===== src/rtl/udc_pkg.sv =====
// ----------------------------------------------------------------------------
// udc_pkg: shared types and constants for the up/down counter display
// Holds the hex seven-segment font, the digit enable codes and the button
// control bundle that runs between the top level and the debounce units.
// ----------------------------------------------------------------------------
package udc_pkg;

  localparam int unsigned CountW = 8;
  localparam int unsigned SegW   = 8;
  localparam int unsigned DigW   = 3;
  localparam int unsigned LedW   = 2;

  localparam logic [7:0] DebounceReset = 8'd20;

  // One-hot digit enables, and all zero for off
  localparam logic [DigW-1:0] DigOff   = 3'b000;
  localparam logic [DigW-1:0] DigCount = 3'b001;
  localparam logic [DigW-1:0] DigLow   = 3'b010;
  localparam logic [DigW-1:0] DigHigh  = 3'b100;

  // Per-item control for one button's debounce unit
  typedef struct packed {
    logic step;     // an item is accepted this cycle
    logic pressed;  // button level is low
    logic tick;     // millisecond tick in this item
  } btn_ctrl_t;

  // Hex digit to seven-segment pattern (gfedcba, active high)
  function automatic logic [SegW-1:0] hex_seg(input logic [3:0] nib);
    logic [SegW-1:0] seg;
    case (nib)
      4'h0: seg = 8'h3F;
      4'h1: seg = 8'h06;
      4'h2: seg = 8'h5B;
      4'h3: seg = 8'h4F;
      4'h4: seg = 8'h66;
      4'h5: seg = 8'h6D;
      4'h6: seg = 8'h7D;
      4'h7: seg = 8'h07;
      4'h8: seg = 8'h7F;
      4'h9: seg = 8'h6F;
      4'hA: seg = 8'h77;
      4'hB: seg = 8'h7C;
      4'hC: seg = 8'h39;
      4'hD: seg = 8'h5E;
      4'hE: seg = 8'h79;
      4'hF: seg = 8'h71;
      default: seg = 8'h00;
    endcase
    return seg;
  endfunction

endpackage


===== src/rtl/updown_counter_hex_display_alarm.sv =====
// ----------------------------------------------------------------------------
// updown_counter_hex_display_alarm: debounced up/down counter with display
// One item is taken per clock and its result is ready the next cycle; a new
// item may enter every cycle while the consumer keeps taking results, since
// the state registers themselves form the result register and the input
// side stalls only while an untaken result is held. Two active-low buttons
// step an 8-bit wrapping count after a debounce of debounce_ticks ms ticks
// (0 acts as 1), the ADC sample is held on adc_valid, a refresh tick steps
// the three-phase display, and alarm is high while the held sample exceeds
// the count. No clearing pass follows reset.
// ----------------------------------------------------------------------------
module updown_counter_hex_display_alarm (
  input  logic        clk_i,
  input  logic        rst_ni,
  // configuration
  input  logic        cfg_we_i,
  input  logic [7:0]  cfg_data_i,
  // input items
  input  logic        in_valid_i,
  output logic        in_ready_o,
  input  logic        ms_tick_i,
  input  logic        inc_button_level_i,
  input  logic        dec_button_level_i,
  input  logic        adc_valid_i,
  input  logic [7:0]  adc_sample_i,
  input  logic        refresh_tick_i,
  // result items
  output logic        out_valid_o,
  input  logic        out_ready_i,
  output logic [7:0]  segments_o,
  output logic [2:0]  digit_enable_o,
  output logic [1:0]  leds_o,
  output logic        alarm_o,
  output logic [7:0]  count_value_o
);

  logic               step;
  logic               out_valid_q, out_valid_d;
  logic [7:0]         debounce_q;
  logic [7:0]         count_q, count_d;
  logic [7:0]         adc_q, adc_d;
  logic               alarm_q;
  logic               inc_confirm, dec_confirm;
  udc_pkg::btn_ctrl_t inc_ctrl, dec_ctrl;

  // Handshake: stall only while a result waits
  assign in_ready_o = !out_valid_q || out_ready_i;
  assign step       = in_valid_i && in_ready_o;

  always_comb begin
    out_valid_d = out_valid_q;
    if (step) begin
      out_valid_d = 1'b1;
    end else if (out_ready_i) begin
      out_valid_d = 1'b0;
    end
  end

  // Debounce register
  always_ff @(posedge clk_i or negedge rst_ni) begin
    if (!rst_ni) begin
      debounce_q <= udc_pkg::DebounceReset;
    end else if (cfg_we_i) begin
      debounce_q <= cfg_data_i;
    end
  end

  // Button debounce units
  assign inc_ctrl = '{step: step, pressed: !inc_button_level_i, tick: ms_tick_i};
  assign dec_ctrl = '{step: step, pressed: !dec_button_level_i, tick: ms_tick_i};

  udc_btn_debounce u_inc (
    .clk_i            (clk_i),
    .rst_ni           (rst_ni),
    .ctrl_i           (inc_ctrl),
    .debounce_ticks_i (debounce_q),
    .confirm_o        (inc_confirm)
  );

  udc_btn_debounce u_dec (
    .clk_i            (clk_i),
    .rst_ni           (rst_ni),
    .ctrl_i           (dec_ctrl),
    .debounce_ticks_i (debounce_q),
    .confirm_o        (dec_confirm)
  );

  // Count and ADC hold; both confirms cancel out
  always_comb begin
    count_d = count_q;
    if (inc_confirm && !dec_confirm) begin
      count_d = count_q + 8'd1;
    end else if (dec_confirm && !inc_confirm) begin
      count_d = count_q - 8'd1;
    end
    adc_d = adc_valid_i ? adc_sample_i : adc_q;
  end

  always_ff @(posedge clk_i or negedge rst_ni) begin
    if (!rst_ni) begin
      out_valid_q <= 1'b0;
      count_q     <= '0;
      adc_q       <= '0;
      alarm_q     <= 1'b0;
    end else begin
      out_valid_q <= out_valid_d;
      if (step) begin
        count_q <= count_d;
        adc_q   <= adc_d;
        alarm_q <= (adc_d > count_d);
      end
    end
  end

  // Display multiplex
  udc_disp_mux u_disp (
    .clk_i          (clk_i),
    .rst_ni         (rst_ni),
    .step_i         (step),
    .refresh_i      (refresh_tick_i),
    .count_i        (count_d),
    .adc_i          (adc_d),
    .segments_o     (segments_o),
    .digit_enable_o (digit_enable_o),
    .leds_o         (leds_o)
  );

  assign out_valid_o   = out_valid_q;
  assign alarm_o       = alarm_q;
  assign count_value_o = count_q;

endmodule


===== src/rtl/udc_btn_debounce.sv =====
// ----------------------------------------------------------------------------
// udc_btn_debounce: arming flag and debounce timer for one button
// A press while armed loads the timer; when ms ticks run it down to zero
// with the button still pressed, a confirm pulse is given and the button
// stays disarmed until it is released.
// ----------------------------------------------------------------------------
module udc_btn_debounce (
  input  logic                 clk_i,
  input  logic                 rst_ni,
  input  udc_pkg::btn_ctrl_t   ctrl_i,
  input  logic [7:0]           debounce_ticks_i,
  output logic                 confirm_o
);

  logic       armed_q, armed_d;
  logic [7:0] wait_q, wait_d;
  logic [7:0] wait_dec;

  assign wait_dec = wait_q - 8'd1;

  // Timer and arming update for one item
  always_comb begin
    armed_d   = armed_q;
    wait_d    = wait_q;
    confirm_o = 1'b0;
    if (wait_q != 8'd0) begin
      if (ctrl_i.tick) begin
        wait_d = wait_dec;
        if (wait_dec == 8'd0 && ctrl_i.pressed) begin
          armed_d   = 1'b0;
          confirm_o = ctrl_i.step;
        end
      end
    end else if (armed_q && ctrl_i.pressed) begin
      // zero means one tick
      wait_d = (debounce_ticks_i == 8'd0) ? 8'd1 : debounce_ticks_i;
    end else if (!ctrl_i.pressed) begin
      armed_d = 1'b1;
    end
  end

  always_ff @(posedge clk_i or negedge rst_ni) begin
    if (!rst_ni) begin
      armed_q <= 1'b1;
      wait_q  <= 8'd0;
    end else if (ctrl_i.step) begin
      armed_q <= armed_d;
      wait_q  <= wait_d;
    end
  end

endmodule


===== src/rtl/udc_disp_mux.sv =====
// ----------------------------------------------------------------------------
// udc_disp_mux: three-phase display multiplex
// Each refresh on an accepted item shows, in turn, the raw count (latching
// the LEDs), the low ADC nibble and the high ADC nibble through the hex font.
// ----------------------------------------------------------------------------
module udc_disp_mux (
  input  logic                        clk_i,
  input  logic                        rst_ni,
  input  logic                        step_i,
  input  logic                        refresh_i,
  input  logic [udc_pkg::CountW-1:0]  count_i,
  input  logic [7:0]                  adc_i,
  output logic [udc_pkg::SegW-1:0]    segments_o,
  output logic [udc_pkg::DigW-1:0]    digit_enable_o,
  output logic [udc_pkg::LedW-1:0]    leds_o
);

  typedef enum logic [1:0] {
    PH_COUNT = 2'd0,
    PH_LOW   = 2'd1,
    PH_HIGH  = 2'd2
  } phase_e;

  phase_e                      phase_q;
  logic [udc_pkg::SegW-1:0]    seg_q;
  logic [udc_pkg::DigW-1:0]    en_q;
  logic [udc_pkg::LedW-1:0]    led_q;

  // Phase sequencer with registered display drive
  always_ff @(posedge clk_i or negedge rst_ni) begin
    if (!rst_ni) begin
      phase_q <= PH_COUNT;
      seg_q   <= '0;
      en_q    <= udc_pkg::DigOff;
      led_q   <= '0;
    end else if (step_i && refresh_i) begin
      case (phase_q)
        PH_COUNT: begin
          led_q   <= count_i[udc_pkg::LedW-1:0];
          seg_q   <= count_i;
          en_q    <= udc_pkg::DigCount;
          phase_q <= PH_LOW;
        end
        PH_LOW: begin
          seg_q   <= udc_pkg::hex_seg(adc_i[3:0]);
          en_q    <= udc_pkg::DigLow;
          phase_q <= PH_HIGH;
        end
        PH_HIGH: begin
          seg_q   <= udc_pkg::hex_seg(adc_i[7:4]);
          en_q    <= udc_pkg::DigHigh;
          phase_q <= PH_COUNT;
        end
        default: begin
          // unreachable phase: blank and restart
          en_q    <= udc_pkg::DigOff;
          phase_q <= PH_COUNT;
        end
      endcase
    end
  end

  assign segments_o     = seg_q;
  assign digit_enable_o = en_q;
  assign leds_o         = led_q;

endmodule


===== config.mk =====
export PLATFORM = sky130hd
export DESIGN_NAME = updown_counter_hex_display_alarm
export DESIGN_NICKNAME = d
export VERILOG_FILES = /design/src/rtl/udc_pkg.sv /design/src/rtl/updown_counter_hex_display_alarm.sv /design/src/rtl/udc_btn_debounce.sv /design/src/rtl/udc_disp_mux.sv
export SDC_FILE = /design/constraint.sdc
export NUM_CORES = 1
export LEC_CHECK = 0
export BUFFER_PORTS_ARGS = -buffer_cell sky130_fd_sc_hd__buf_2
export CAP_MARGIN = 20
export CORE_ASPECT_RATIO = 0.7
export CORE_MARGIN = 5
export CORE_UTILIZATION = 50
export CTS_CLUSTER_DIAMETER = 60
export CTS_CLUSTER_SIZE = 28
export DETAILED_ROUTE_END_ITERATION = 10
export GPL_TIMING_DRIVEN = 0
export PLACE_DENSITY = 0.73
export RECOVER_POWER = 50
export REMOVE_ABC_BUFFERS = 1
export SYNTH_ARGS = -nofsm -noshare
export SYNTH_HDL_FRONTEND = slang
export SYNTH_HIERARCHICAL = 1
export SYNTH_SLANG_ARGS = --single-unit

===== constraint.sdc =====
create_clock -name clk_i -period 3.98 [get_ports clk_i]
set_input_delay 0.796 -clock clk_i [delete_from_list [all_inputs] [get_ports clk_i]]
set_output_delay 0.796 -clock clk_i [all_outputs]
set_load 0.02 [all_outputs]

==> impl_metrics.csv <==
group,metric,value,unit
logic_synthesis,synth_common_cells,"dfrtp_1 (53), nand2_1 (37), inv_1 (36), ha_1 (33), o21ai_0 (33)",
detailed_routing,ant_nets,0,
global_routing,grt_pass1_wl,19.26,mm
placement,dp_hpwl,8.041,mm
final_layout,drive_above_1_share,34.13,%
detailed_routing,drc_errors,0,
die,dieArea,10840,um^2
logic_synthesis,synthMuxAreaShare,10.77,%
placement,gp_congestion,0.8984,
setup_path,cp_data_required_time,4.19,ns
sta,clock.fmax,0.2471,GHz
logic_synthesis,postSynthCellCount,466,
logic_synthesis,synthXorXnorAreaFrac,3.174,%
setup_path,startpoint,"u_dec/wait_q[0]$_DFFE_PN0P_",
clocking,clock-sinks,57,
setup_path,crit_arrival,4.26,ns
power_and_ir_drop,power_leakage,2.257,nW
global_routing,grt_pass1_vias,3796,
sta,clock_skew,0.01039,ns
final_layout,syn_to_final_growth,20.77,%
clocking,numCtsBuffers,9,
die,start_util,51.65,%
logic_synthesis,synth-main-ff-cell,"dfrtp_1",
global_routing,track_usage,22.69,%
logic_synthesis,synth_adder_area_share,9.351,%
sta,fin_ws,-0.06739,ns
power_and_ir_drop,pwr-share-seq,30.5,%
global_routing,grt_max_degree,36,
die,ios,50,
logic_synthesis,yosysWarningCount,6,
sta,maxSlewViolCount,36,
placement,pre_cts_slack,-1.371,ns
final_layout,layoutNonFillerInstCount,662,
power_and_ir_drop,power.switching,1.344,mW
power_and_ir_drop,swShare,41.03,%
placement,placedCellCount,616,
logic_synthesis,synth-async-reset-ratio,100.0,%
detailed_routing,wl,12.33,mm
final_layout,antenna_cells_inserted,0,
power_and_ir_drop,combPwrFrac,45.2,%
logic_synthesis,synth_top_area_share,30.04,%
logic_synthesis,synth_area,4415,um^2
die,coreArea,8548,um^2
logic_synthesis,avgSynthCellArea,9.475,um^2
outcome,failed_checks,"capacitance limit, slew limit, setup timing",
die,die_h,88.63,um
final_layout,post-route-util,62.38,%
sta,tns,-0.06739,ns
detailed_routing,wl_per_cell,18.62,um
setup_path,crit_type,"reg -> reg",
logic_synthesis,synth_most_common_cell,"dfrtp_1",
logic_synthesis,synth_compound_area_share,19.27,%
clocking,cts_hold_buf,0,
logic_synthesis,yosysSeqAreaShare,32.42,%
die,die_w,122.3,um
sta,rsz0062_at_grt,"true",
setup_path,end_kind,"flip-flop",
detailed_routing,drt_first_iter_violations,440,
global_routing,grt_antenna_before_repair,0,
logic_synthesis,synth_seq_cells,57,
global_routing,grt_overflow_total,0,
sta,final.period_utilization,101.7,%
clocking,h-tree-depth,3,
detailed_routing,viasPerCell,6.119,
power_and_ir_drop,p_clk_share,24.3,%
power_and_ir_drop,internal_power,1.932,mW
setup_path,startpoint_type,"flip-flop",
die,fp-row-count,28,
logic_synthesis,synth_top_family_by_area,"compound AO/OA/AOI/OAI gates",
hold_path,worstHoldStart,"u_disp/digit_enable_o[2]$_DFFE_PN0P_",
sta,maxSlewHeadroom,-29.71,%
sta,hold_viol_final,0,
logic_synthesis,synth_simple_gate_area_share,18.31,%
power_and_ir_drop,pwr_density_cell,614.3,nW/um^2
clocking,clkTransAtPathRegs,0.06,ns
setup_path,r2r-start,"u_dec/wait_q[0]$_DFFE_PN0P_",
logic_synthesis,yosys-top-cells-area,"dfrtp_1 (30%), ha_1 (9.4%), mux2_2 (7.7%)",
power_and_ir_drop,ir_drop,0.2425,mV
setup_path,crit_fanout,5,
sta,setup_viol,1,
detailed_routing,dr.pass1.iters,5,
logic_synthesis,synth_top_cell_by_area,"dfrtp_1",
clocking,clock_latency,0.33,ns
hold_path,worstHoldPathType,"reg -> reg",
clocking,root_buffer,"clkbuf_16",
clocking,tritoncts,"done",
logic_synthesis,synth_edf_count,0,
clocking,cts.path.max_buffers,2,
flow_run,cap_violations,1,
sta,post-route-min-period,4.047,ns
logic_synthesis,ys_types,64,
sta,tightest_slew,1.946,ns
placement,port-buffer-count,49,
final_layout,layout.nets,596,
outcome,status,"complete, but fails checks",
detailed_routing,num_vias,4051,
critical path, stage by stage (launching register included):
cell and delay (ns):
dfrtp_2 0.45, inv_2 0.09, ha_4 0.14, nand2_1 0.05
or4_4 0.54, a311oi_4 0.36, or4b_4 0.53, or4_4 0.52
nand2_4 0.10, xnor2_1 0.06, ha_1 0.33, nand4_1 0.16
or3b_4 0.43, o22ai_2 0.11, a21oi_2 0.05
worst paths after layout:
kind | endpoint | cells past startpoint | slack [ns]
max in group asynchronous | u_inc/wait_q[0]$_DFFE_PN0P_ | 2 | 0.92
setup reg to reg | alarm_o$_DFFE_PN0P_ | 14 | -0.07
setup / recovery | alarm_o$_DFFE_PN0P_ | 14 | -0.07
hold reg to reg | u_disp/digit_enable_o[2]$_DFFE_PN0P_ | 2 | 0.48
min in group asynchronous | adc_q[4]$_DFFE_PN0P_ | 1 | 1.01
hold / removal | u_disp/digit_enable_o[2]$_DFFE_PN0P_ | 2 | 0.48
layer usage:
layer	up-vias	wire length [um]	GRT usage [%]
met1	1950	5647	33.36
met4	0	246	7.622
met5	-	0	0
met3	30	930	4.920
met2	205	5502	33.15
li1	1866	-	-
placed cells by master, fill, tap and decap left out, types with 4 or more instances in the layout:
master	n
inv_1	32
xor2_1	6
nand3b_1	5
clkbuf_16	9
dfrtp_1	44
nand2_1	35
nand3_1	7
a22oi_1	6
nor2b_1	7
nor3_1	7
ha_1	30
o211ai_1	5
o21ai_0	33
a221oi_1	5
o32ai_1	4
nor4_1	8
nor2_1	30
or3_4	4
xnor2_1	9
buf_4	29
mux2i_1	7
a21oi_1	19
mux2_2	30
dfstp_2	4
dfrtp_2	9
buf_2	45
nand4_1	6
a2bb2oi_1	10
clkbuf_1	5
cell type report:
cell class,count,area [um^2]
fill,698,3216
multi-input combinational,353,2825
sequential,57,1443
timing repair buffer,79,461.7
clock buffer,11,252.7
tap,120,150.1
inverter,36,141.4
clock inverter,5,53.80
timing repair inverter,1,5.005
registers in the layout (all words and copies together), names as in the netlist:
name,cells
out_valid_o,1
u_dec/wait_q,8
u_inc/armed_q,1
u_inc/wait_q,8
u_dec/armed_q,1
count_value_o,8
u_disp/digit_enable_o,2
debounce_q,8
adc_q,8
u_disp/leds_o,2
u_disp/phase_q,1
alarm_o,1
u_disp/segments_o,8
power groups by stage:
| stage | Sequential [mW] | Combinational, mW | Clock (mW) |
|---|---|---|---|
| floorplan | 1.02 | 0.826 | 0 |
| global placement | 0.996 | 1.18 | 0 |
| detailed placement | 1.01 | 1.22 | 0 |
| CTS | 0.983 | 1.35 | 0.804 |
| global route | 1.02 | 1.62 | 0.832 |
| finish | 0.998 | 1.48 | 0.797 |
what timing repair did:
item	in CTS	in global routing
setup endpoints to repair	5	1
cloned	1	0
buffers inserted	15	14
gates resized for setup	19	22
pin swaps	7	9
through the flow:
| stage | hold WS, ns | total power [mW] | cell area (um^2) |
|---|---|---|---|
| 3_3_place_gp | 0.4649 | 2.174 | 4649 |
| 5_1_grt | 0.5219 | 3.474 | 5333 |
| 3_5_place_dp | 0.4717 | 2.227 | 4677 |
| 2_1_floorplan | 0.4492 | 1.849 | 4254 |
| 4_1_cts | 0.4846 | 3.134 | 5190 |
| 6_report | 0.4772 | 3.276 | 5333 |
cell families (layout without fill, tap and decap cells):
| kind of cell | count (synthesis) | in the layout |
|---|---|---|
| mux | 41 | 41 |
| compound gates | 120 | 120 |
| simple gates | 143 | 143 |
| flops | 57 | 57 |
| xor+xnor | 16 | 16 |
| fa+ha+maj | 33 | 33 |
| buf+inv | 56 | 132 |
Note: power is estimated with default switching activity, not from simulation.
